$ cat src/rtl/tcgr_pkg.sv
`timescale 1ns / 1ps
`default_nettype none
package tcgr_pkg;

    localparam int GLYPH_COUNT_DEF    = 256;
    localparam int GLYPH_BYTES_DEF    = 16;
    localparam int MAX_RESOLUTION_DEF = 4096;

    localparam int CFG_IDX_W  = 3;
    localparam int CFG_DATA_W = 15;
    localparam int RES_W      = 13;
    localparam int CUR_W      = 12;
    localparam int FW_W       = 4;
    localparam int FH_W       = 5;
    localparam int PITCH_W    = 15;
    localparam int BPP_W      = 3;
    localparam int OFF_W      = 26;
    localparam int IN_DATA_W  = 56;
    localparam int OUT_DATA_W = 136;

    localparam logic [CFG_IDX_W-1:0] CFG_X_RES  = 3'd0;
    localparam logic [CFG_IDX_W-1:0] CFG_Y_RES  = 3'd1;
    localparam logic [CFG_IDX_W-1:0] CFG_FONT_W = 3'd2;
    localparam logic [CFG_IDX_W-1:0] CFG_FONT_H = 3'd3;
    localparam logic [CFG_IDX_W-1:0] CFG_PITCH  = 3'd4;
    localparam logic [CFG_IDX_W-1:0] CFG_BPP    = 3'd5;
    localparam logic [CFG_IDX_W-1:0] CFG_FORMAT = 3'd6;
    localparam logic [CFG_IDX_W-1:0] CFG_COLORS = 3'd7;

    localparam logic [1:0] CMD_PUT    = 2'd0;
    localparam logic [1:0] CMD_LOCATE = 2'd1;
    localparam logic [1:0] CMD_LOAD   = 2'd2;
    localparam logic [1:0] CMD_CLEAR  = 2'd3;

    localparam logic [1:0] KIND_ROW    = 2'd0;
    localparam logic [1:0] KIND_SCROLL = 2'd1;
    localparam logic [1:0] KIND_FILL   = 2'd2;

    localparam logic [1:0] FMT_RGB332 = 2'd0;
    localparam logic [1:0] FMT_RGB555 = 2'd1;
    localparam logic [1:0] FMT_RGB565 = 2'd2;

    localparam logic [7:0] CHAR_NEWLINE = 8'd10;

    typedef struct packed {
        logic [1:0]       kind;
        logic [OFF_W-1:0] offset;
        logic [RES_W-1:0] width_px;
        logic [RES_W-1:0] height_px;
        logic [7:0]       pattern;
        logic [31:0]      fg_pixel;
        logic [31:0]      bg_pixel;
        logic [4:0]       scroll_rows;
        logic             last;
    } t_result;

    function automatic logic [31:0] palette(input logic [3:0] idx);
        logic [31:0] c;
        case (idx)
            4'd0:    c = 32'h00000000;
            4'd1:    c = 32'h000000ff;
            4'd2:    c = 32'h0000ff00;
            4'd3:    c = 32'h0000ffff;
            4'd4:    c = 32'h00ff0000;
            4'd5:    c = 32'h00ff00ff;
            4'd6:    c = 32'h00808000;
            4'd7:    c = 32'h00c0c0c0;
            4'd8:    c = 32'h00808080;
            4'd9:    c = 32'h00000080;
            4'd10:   c = 32'h00008080;
            4'd11:   c = 32'h0096A48E;
            4'd12:   c = 32'h00800000;
            4'd13:   c = 32'h00800080;
            4'd14:   c = 32'h00ffff00;
            default: c = 32'h00ffffff;
        endcase
        return c;
    endfunction

    function automatic logic [31:0] pack_pixel(input logic [31:0] c, input logic [1:0] fmt);
        logic [31:0] p;
        case (fmt)
            FMT_RGB332: p = {24'd0, c[23:21], c[15:13], c[7:6]};
            FMT_RGB555: p = {17'd0, c[23:19], c[15:11], c[7:3]};
            FMT_RGB565: p = {16'd0, c[23:19], c[15:10], c[7:3]};
            default:    p = c;
        endcase
        return p;
    endfunction

endpackage
`default_nettype wire

$ cat src/rtl/tcgr_mac.sv
`timescale 1ns / 1ps
`default_nettype none
module tcgr_mac (
    input  wire logic [tcgr_pkg::PITCH_W-1:0] i_a,
    input  wire logic [tcgr_pkg::CUR_W-1:0]   i_b,
    input  wire logic [tcgr_pkg::OFF_W-1:0]   i_c,
    output logic      [tcgr_pkg::OFF_W-1:0]   o_p
);
    import tcgr_pkg::*;

    logic [PITCH_W+CUR_W-1:0] prod;

    assign prod = i_a * i_b;
    assign o_p  = prod[OFF_W-1:0] + i_c;
endmodule
`default_nettype wire

$ cat config.mk
export PLATFORM = sky130hd
export DESIGN_NAME = tcgr_mac
export DESIGN_NICKNAME = d
export VERILOG_FILES = /design/src/rtl/tcgr_pkg.sv /design/src/rtl/tcgr_mac.sv
export SDC_FILE = /design/constraint.sdc
export NUM_CORES = 1
export LEC_CHECK = 0
export BUFFER_PORTS_ARGS = -buffer_cell sky130_fd_sc_hd__buf_4
export CAP_MARGIN = 30
export CORE_UTILIZATION = 50
export DETAILED_ROUTE_END_ITERATION = 8
export PLACE_DENSITY = 0.77
export SYNTH_ARGS = -nofsm -noshare
export SYNTH_HDL_FRONTEND = slang
export SYNTH_SLANG_ARGS = --single-unit
export TNS_END_PERCENT = 100
$ cat constraint.sdc
create_clock -name vclk -period 17.9
set_input_delay 3.58 -clock vclk [all_inputs]
set_output_delay 3.58 -clock vclk [all_outputs]
set_load 0.02 [all_outputs]
==> results.sh <==
export IMPL_status="finished, final reports clean"
export IMPL_timing_fmax_ghz=0.0819
export IMPL_critPathKind="input port to output pin"
export IMPL_yosys_top_cells_area="fa_1, inv_1, ha_1"
export IMPL_dieWidth_um=117
export IMPL_synth_fp_nets=1048
export IMPL_ant_nets=0
export IMPL_n_antenna_cell=0
export IMPL_port_buffers=79
export IMPL_routedWlPerCell_um=13.6
export IMPL_finalCriticalPeriod_ps=12210
export IMPL_cts_resized=0
export IMPL_netlist_area_leader_share=0.467
export IMPL_drt_first_pass_iters=4
export IMPL_die_h_um=117
export IMPL_hpwl_mm=12.1
export IMPL_rsz0062_at_grt="false"
export IMPL_core_area_sq_mm=0.0127
export IMPL_tns_ps=0
export IMPL_slew_headroom=0.660
export IMPL_hold_buffers=0
export IMPL_io_pins=79
export IMPL_synth_most_common_cell="inv_1"
export IMPL_synthMuxAreaShare=0.00153
export IMPL_place_congestion=0.855
export IMPL_slew_violations=0
export IMPL_antenna_found_initial=0
export IMPL_num_fill_cells=1208
export IMPL_cp_max_fo=15
export IMPL_synth_compound_area_frac=0.0639
export IMPL_yosys_area_top_type="fa_1"
export IMPL_drt_iter0_drc=218
export IMPL_critPathArrivalTime_ps=8630
export IMPL_vias=4988
export IMPL_layout_drive_gt1_share=0.101
export IMPL_nets=1100
export IMPL_postCtsSetupBuffers=0
export IMPL_seq_area_sq_um=0
export IMPL_wirelength_mm=13.7
export IMPL_synth_distinct_cells=38
export IMPL_routed_via_density=4.98
export IMPL_synth_yosys_seq_area_share=0
export IMPL_fin_crit_sh=0.682
export IMPL_netlist_instances=780
export IMPL_synth_fa_ha_area_frac=0.585
export IMPL_netlist_area_sq_mm=0.00656
export IMPL_drc=0
export IMPL_utilization=0.571
export IMPL_drv_cap=0
export IMPL_synth_simple_area_share=0.166
export IMPL_final_hold_viol_count=0
export IMPL_nClkBuffers=0
export IMPL_num_rows=41
export IMPL_yosysWarningCount=0
export IMPL_cp_end_kind="output pin"
export IMPL_seq_cell_count=0
export IMPL_grt_remaining_overflow=0
export IMPL_synth_top_family_by_area="adder cells"
export IMPL_track_usage=0.221
export IMPL_synth_xor_area_share=0.0361
export IMPL_required_ps=14320
export IMPL_cp_start_kind="input port"
export IMPL_hold_path_class="input port to output pin"
export IMPL_floorplan_initialDensity=0.516
export IMPL_worst_slew_pin_slew_ps=507
export IMPL_dieArea_sq_mm=0.0136
export IMPL_grt_pass1_vias=5248
export IMPL_syn_avg_cell_area_sq_um=8.41
export IMPL_grt_first_pass_wirelength_mm=23.8
export IMPL_preCtsSetupSlack_ps=5750
export IMPL_synth_common_cells="inv_1, fa_1, nand2_1"
export IMPL_syn2layout_area_growth_pct=10.7
export IMPL_setup_viol=0
export IMPL_grt_max_degree=16
export IMPL_fin_ws_ps=5690
[metal layers]
layer	global-route usage	vias up	wire (um)
met1	0.284	2482	5560
met4	0.0338	0	184
met2	0.421	137	7410
met3	0.00727	14	519
met5	0	-	0
li1	-	2355	-
[cells by family after synthesis]
family	count (synthesis)
adder cells (fa/ha/maj)	215
AO/OA/AOI/OAI	61
multiplexers	1
XOR/XNOR	27
AND/OR/NAND/NOR	218
buffers and inverters	258
[metrics by stage]
stage / cell area (sq um) / instances / hold WS [ps]
2_1_floorplan: 6560 / 780 / 7370
3_3_place_gp: 7260 / 1002 / 7490
3_5_place_dp: 7260 / 1002 / 7490
4_1_cts: 7260 / 1002 / 7490
5_1_grt: 7260 / 1002 / 7500
6_report: 7260 / 1002 / 7480
[area by class of cell]
class,count,area (sq um),area share
timing repair buffer,79,593,0.0817
inverter,229,860,0.118
tap,172,215,0.0297
multi-input combinational,522,5590,0.770
[layout by cell type, fill, tap and decap left out, types with 4 or more instances in the layout]
master    count
a21o_1        8
a21oi_1      17
a31oi_1       4
and2_1       94
buf_4        79
fa_1        153
ha_1         62
inv_1       229
nand2_1      98
nor2_1       12
o21ai_0       7
o21bai_1      4
xnor2_1      19
xor2_1        8
[final timing paths]
kind	from	end	cells after the start
setup / recovery	i_b[0]	o_p[24]	19
hold / removal	i_c[0]	o_p[0]	3
[critical path: stages]
cell,delay [ps]
buf_4,160
and2_1,190
fa_1,530
inv_1,50
fa_1,470
inv_1,50
fa_1,470
fa_1,550
inv_1,50
fa_1,470
inv_1,50
ha_1,360
a211oi_1,250
o21ai_0,160
o211ai_1,250
o211ai_1,270
a21boi_0,310
mux2i_1,230
buf_4,160
Power is not shown: default switching activity piles up to over one toggle a cycle in this logic, so the estimate is an artifact.
