<file path="config.mk">
export PLATFORM = sky130hd
export DESIGN_NAME = tcgr_rem
export DESIGN_NICKNAME = d
export VERILOG_FILES = /design/src/rtl/tcgr_pkg.sv /design/src/rtl/tcgr_rem.sv
export SDC_FILE = /design/constraint.sdc
export NUM_CORES = 1
export LEC_CHECK = 0
export BUFFER_PORTS_ARGS = -buffer_cell sky130_fd_sc_hd__buf_2
export CAP_MARGIN = 20
export CORE_ASPECT_RATIO = 0.7
export CORE_MARGIN = 1.5
export CORE_UTILIZATION = 35
export DETAILED_ROUTE_END_ITERATION = 6
export MAX_ROUTING_LAYER = met4
export PLACE_DENSITY = 0.61
export SLEW_MARGIN = 20
export SYNTH_ARGS = -nofsm -noshare
export SYNTH_HDL_FRONTEND = slang
export SYNTH_SLANG_ARGS = --single-unit
export TNS_END_PERCENT = 30
</file>
<file path="constraint.sdc">
create_clock -name i_clk -period 5.8 [get_ports i_clk]
set_clock_uncertainty 0.2 [all_clocks]
set_input_delay 1.16 -clock i_clk [delete_from_list [all_inputs] [get_ports i_clk]]
set_output_delay 1.16 -clock i_clk [all_outputs]
set_load 0.1 [all_outputs]
</file>
<file path="src/rtl/tcgr_pkg.sv">
`timescale 1ns / 1ps
`default_nettype none
package tcgr_pkg;

    localparam int GLYPH_COUNT_DEF    = 256;
    localparam int GLYPH_BYTES_DEF    = 16;
    localparam int MAX_RESOLUTION_DEF = 4096;

    localparam int CFG_IDX_W  = 3;
    localparam int CFG_DATA_W = 15;
    localparam int RES_W      = 13;
    localparam int CUR_W      = 12;
    localparam int FW_W       = 4;
    localparam int FH_W       = 5;
    localparam int PITCH_W    = 15;
    localparam int BPP_W      = 3;
    localparam int OFF_W      = 26;
    localparam int IN_DATA_W  = 56;
    localparam int OUT_DATA_W = 136;

    localparam logic [CFG_IDX_W-1:0] CFG_X_RES  = 3'd0;
    localparam logic [CFG_IDX_W-1:0] CFG_Y_RES  = 3'd1;
    localparam logic [CFG_IDX_W-1:0] CFG_FONT_W = 3'd2;
    localparam logic [CFG_IDX_W-1:0] CFG_FONT_H = 3'd3;
    localparam logic [CFG_IDX_W-1:0] CFG_PITCH  = 3'd4;
    localparam logic [CFG_IDX_W-1:0] CFG_BPP    = 3'd5;
    localparam logic [CFG_IDX_W-1:0] CFG_FORMAT = 3'd6;
    localparam logic [CFG_IDX_W-1:0] CFG_COLORS = 3'd7;

    localparam logic [1:0] CMD_PUT    = 2'd0;
    localparam logic [1:0] CMD_LOCATE = 2'd1;
    localparam logic [1:0] CMD_LOAD   = 2'd2;
    localparam logic [1:0] CMD_CLEAR  = 2'd3;

    localparam logic [1:0] KIND_ROW    = 2'd0;
    localparam logic [1:0] KIND_SCROLL = 2'd1;
    localparam logic [1:0] KIND_FILL   = 2'd2;

    localparam logic [1:0] FMT_RGB332 = 2'd0;
    localparam logic [1:0] FMT_RGB555 = 2'd1;
    localparam logic [1:0] FMT_RGB565 = 2'd2;

    localparam logic [7:0] CHAR_NEWLINE = 8'd10;

    typedef struct packed {
        logic [1:0]       kind;
        logic [OFF_W-1:0] offset;
        logic [RES_W-1:0] width_px;
        logic [RES_W-1:0] height_px;
        logic [7:0]       pattern;
        logic [31:0]      fg_pixel;
        logic [31:0]      bg_pixel;
        logic [4:0]       scroll_rows;
        logic             last;
    } t_result;

    function automatic logic [31:0] palette(input logic [3:0] idx);
        logic [31:0] c;
        case (idx)
            4'd0:    c = 32'h00000000;
            4'd1:    c = 32'h000000ff;
            4'd2:    c = 32'h0000ff00;
            4'd3:    c = 32'h0000ffff;
            4'd4:    c = 32'h00ff0000;
            4'd5:    c = 32'h00ff00ff;
            4'd6:    c = 32'h00808000;
            4'd7:    c = 32'h00c0c0c0;
            4'd8:    c = 32'h00808080;
            4'd9:    c = 32'h00000080;
            4'd10:   c = 32'h00008080;
            4'd11:   c = 32'h0096A48E;
            4'd12:   c = 32'h00800000;
            4'd13:   c = 32'h00800080;
            4'd14:   c = 32'h00ffff00;
            default: c = 32'h00ffffff;
        endcase
        return c;
    endfunction

    function automatic logic [31:0] pack_pixel(input logic [31:0] c, input logic [1:0] fmt);
        logic [31:0] p;
        case (fmt)
            FMT_RGB332: p = {24'd0, c[23:21], c[15:13], c[7:6]};
            FMT_RGB555: p = {17'd0, c[23:19], c[15:11], c[7:3]};
            FMT_RGB565: p = {16'd0, c[23:19], c[15:10], c[7:3]};
            default:    p = c;
        endcase
        return p;
    endfunction

endpackage
`default_nettype wire

</file>
<file path="src/rtl/tcgr_rem.sv">
`timescale 1ns / 1ps
`default_nettype none
module tcgr_rem (
    input  wire logic                       i_clk,
    input  wire logic                       i_rst_n,
    input  wire logic                       i_start,
    input  wire logic [tcgr_pkg::RES_W-1:0] i_x,
    input  wire logic [tcgr_pkg::FW_W-1:0]  i_fw,
    input  wire logic [tcgr_pkg::RES_W-1:0] i_y,
    input  wire logic [tcgr_pkg::FH_W-1:0]  i_fh,
    output logic                            o_busy,
    output logic      [tcgr_pkg::FW_W-1:0]  o_rem_x,
    output logic      [tcgr_pkg::FH_W-1:0]  o_rem_y
);
    import tcgr_pkg::*;

    localparam int CNT_W = $clog2(RES_W + 1);

    logic [CNT_W-1:0] r_cnt;
    logic [RES_W-1:0] r_dx, r_dy;
    logic [FW_W-1:0]  r_rx, tx;
    logic [FH_W-1:0]  r_ry, ty;

    // one quotient bit per cycle, remainder only
    assign tx = {r_rx[FW_W-2:0], r_dx[RES_W-1]};
    assign ty = {r_ry[FH_W-2:0], r_dy[RES_W-1]};

    always_ff @(posedge i_clk) begin
        if (!i_rst_n) begin
            r_cnt <= '0;
        end else if (i_start) begin
            r_cnt <= CNT_W'(RES_W);
        end else if (r_cnt != '0) begin
            r_cnt <= r_cnt - 1'b1;
        end
    end

    always_ff @(posedge i_clk) begin
        if (i_start) begin
            r_dx <= i_x;
            r_dy <= i_y;
            r_rx <= '0;
            r_ry <= '0;
        end else if (r_cnt != '0) begin
            r_dx <= {r_dx[RES_W-2:0], 1'b0};
            r_dy <= {r_dy[RES_W-2:0], 1'b0};
            r_rx <= (tx >= i_fw) ? tx - i_fw : tx;
            r_ry <= (ty >= i_fh) ? ty - i_fh : ty;
        end
    end

    assign o_busy  = (r_cnt != '0);
    assign o_rem_x = r_rx;
    assign o_rem_y = r_ry;
endmodule
`default_nettype wire

</file>
==> results_dict.tcl <==
set metrics [dict create \
    track_usage_pct 13.0 \
    max-cap-violations 0 \
    ys_ff_latch 39 \
    yosysSeqAreaShare_pct 50.3 \
    r2r_setup_slack_ps 3340 \
    yosys.area.top_type "edfxtp_1" \
    setup_viol 0 \
    drive_gt1_share_pct 38.5 \
    fill_cells 561 \
    die-area_sq_um 6390 \
    initial_utilization_pct 36.2 \
    syn-cell-area_sq_um 2070 \
    fin_ws_ps 2570 \
    final-hold-violation-count 0 \
    synth_edf_count 26 \
    place_ws_ps 2590 \
    dpl-instance-area_sq_um 2370 \
    ios 48 \
    dr.pass1.iters 4 \
    finalInstanceArea_sq_um 2460 \
    dpl.hpwl_microns 2860 \
    clk_path_buf_depth 2 \
    synth_top_area_share_pct 37.7 \
    rr_worst_depth 7 \
    worstPathRequired_ps 4440 \
    synthTopCellsByArea "edfxtp_1 38%, mux2_2 13%, dfxtp_1 13%" \
    synth.distinct_cells 39 \
    diodes 0 \
    cts_tree "yes" \
    final.setup.tns_ps 0 \
    antenna_found_initial 0 \
    num_rows 23 \
    synthArstFlopShare_pct 0 \
    ant_nets 0 \
    cts_root_buffer "clkbuf_8" \
    coreArea_sq_um 5730 \
    powerDensity_nw_per_um2 373 \
    syn2layout_area_growth_pct 18.7 \
    multi_input_area_sq_um 936 \
    rsz0062_at_grt "no" \
    yosysMostFrequentCell "edfxtp_1" \
    finalWirelength_microns 3740 \
    grt_max_degree 35 \
    r2r-end "r_dy[10]" \
    crit_fanout 15 \
    ir_drop_mv 0.127 \
    numCtsBuffers 5 \
    initialDrtViolationCount 62 \
    hold_class "reg2reg" \
    worstMarginPinSlew_ps 949 \
    grt_pass1_wl_microns 6160 \
    min_period_ps 3230 \
    cts_setup_buffers 0 \
    yosys_warnings 0 \
    busiest_layer "met1" \
    port-buffer-count 47 \
    clock_sinks 39 \
    clk_pin_slew_ps 80 \
    min_period_over_period_pct 55.6 \
    num_vias 1424 \
    syn_nets 226 \
    htree_levels 2 \
    vias_per_cell 4.73 \
    postCtsHoldBufs 0 \
    syn_inst 176 \
    avgSynthCellArea_sq_um 11.8 \
    synth.top_cells.by_count "26 x edfxtp_1, 24 x mux2_2, 16 x inv_1" \
    holdWs_ps 296 \
    crit_type "reg2out" \
    synth-main-ff-cell "edfxtp_1" \
    status "finished clean" \
    max_slew_margin_pct 36.7 \
    grt_overflow 0 \
    nets 275 \
    grt_pass1_vias 1309 \
    critPathCaptureType "output port" \
    drc 0 \
    critPathLaunchType "flop" \
    utilization_pct 42.9 \
    use_met2_pct 17.9 \
    p_leak_nw 1.03 \
    globalplace.congestion 0.818 \
    die_w_microns 94.9 \
    grt.met3_usage_pct 2.48 \
    die_y_microns 67.4 \
    wire_per_inst_microns 12.4 \
    clock_latency_ps 280 \
    r2r_start "r_cnt[0]" \
    grt_use_met1_pct 19.3 \
    cp.arrival_ps 1870 \
    regArea_sq_um 1040 \
    max_freq_mhz 310 \
    cp-endpoint "o_busy" \
    startpoint "r_cnt[0]" \
    slew_violations 0 \
    cts_resized 0 \
]
-- placed cells by master (no fill, tap or decap), drive strengths merged, types with 2 or more instances in the layout --
cell	Yosys	routed
and2	2	2
nand2	10	10
edfxtp	26	26
nor2	7	7
inv	17	17
nand2b	4	4
ha	10	10
fa	2	2
nor3	2	2
xnor2	4	4
clkbuf	1	5
clkinvlp	0	2
mux2i	2	2
dfxtp	13	13
buf	4	47
mux2	24	24
a21oi	14	14
o211ai	5	5
o21ai	11	11
a21boi	4	4
xor2	2	2
-- routing by layer --
layer  up-vias  routed length (microns)
li1        738                        -
met1       647                     2000
met2        34                     1530
met3         5                      194
met4         0                       23
met5         -                        0
-- critical path, stage by stage (launching register included) --
cell and delay, ps:
dfxtp_1 320, inv_1 90, ha_1 210, inv_1 90, nor3_4 320, inv_2 210
buf_2 340
-- kinds of logic (layout without fill, tap and decap cells) --
kind of cell | Yosys count | in the layout | synth area share, %
compound gates | 39 | 39 | 12.3
flops | 39 | 39 | 50.3
simple gates | 32 | 32 | 8.40
mux | 26 | 26 | 14.0
buf+inv | 22 | 72 | 4.53
fa+ha+maj | 12 | 12 | 7.98
xor+xnor | 6 | 6 | 2.54
-- area by class of cell --
cell class	instances	area share [%]
Clock inverter	3	0.814
Timing Repair Buffer	47	9.57
Inverter	17	2.60
Tap cell	75	3.82
Multi-Input combinational cell	115	38.1
Sequential cell	39	42.3
Clock buffer	5	2.80
-- power breakdown --
part / switching [mW] / internal (mW) / leakage (nW) / total [mW]
clock: 0.0940 / 0.0836 / 0.0402 / 0.178
combinational: 0.246 / 0.115 / 0.611 / 0.361
sequential: 0.0276 / 0.351 / 0.381 / 0.379
total: 0.367 / 0.549 / 1.03 / 0.917
-- state kept, by name, summed over array words and instances, names as in the netlist --
register,flops
r_dx,13
r_dy,13
r_cnt,4
o_rem_y,5
o_rem_x,4
-- worst min-delay path by stage --
stage	end	slack (ps)	depth (start not counted)	start
2_1_floorplan	r_dx[10]	320	1	r_dx[9]
4_1_cts	o_rem_x[1]	300	2	o_rem_x[1]
5_1_grt	o_rem_x[1]	330	2	o_rem_x[1]
3_3_place_gp	o_rem_x[1]	280	2	o_rem_x[1]
6_report	o_rem_x[1]	300	2	o_rem_x[1]
3_5_place_dp	o_rem_x[1]	290	2	o_rem_x[1]
-- metrics by stage --
| stage | instances | power [mW] |
|---|---|---|
| 2_1_floorplan | 176 | 0.678 |
| 3_3_place_gp | 293 | 0.745 |
| 3_5_place_dp | 293 | 0.747 |
| 4_1_cts | 301 | 0.925 |
| 5_1_grt | 301 | 0.974 |
| 6_report | 301 | 0.917 |
No activity file was read; power rests on OpenSTA's default activity.
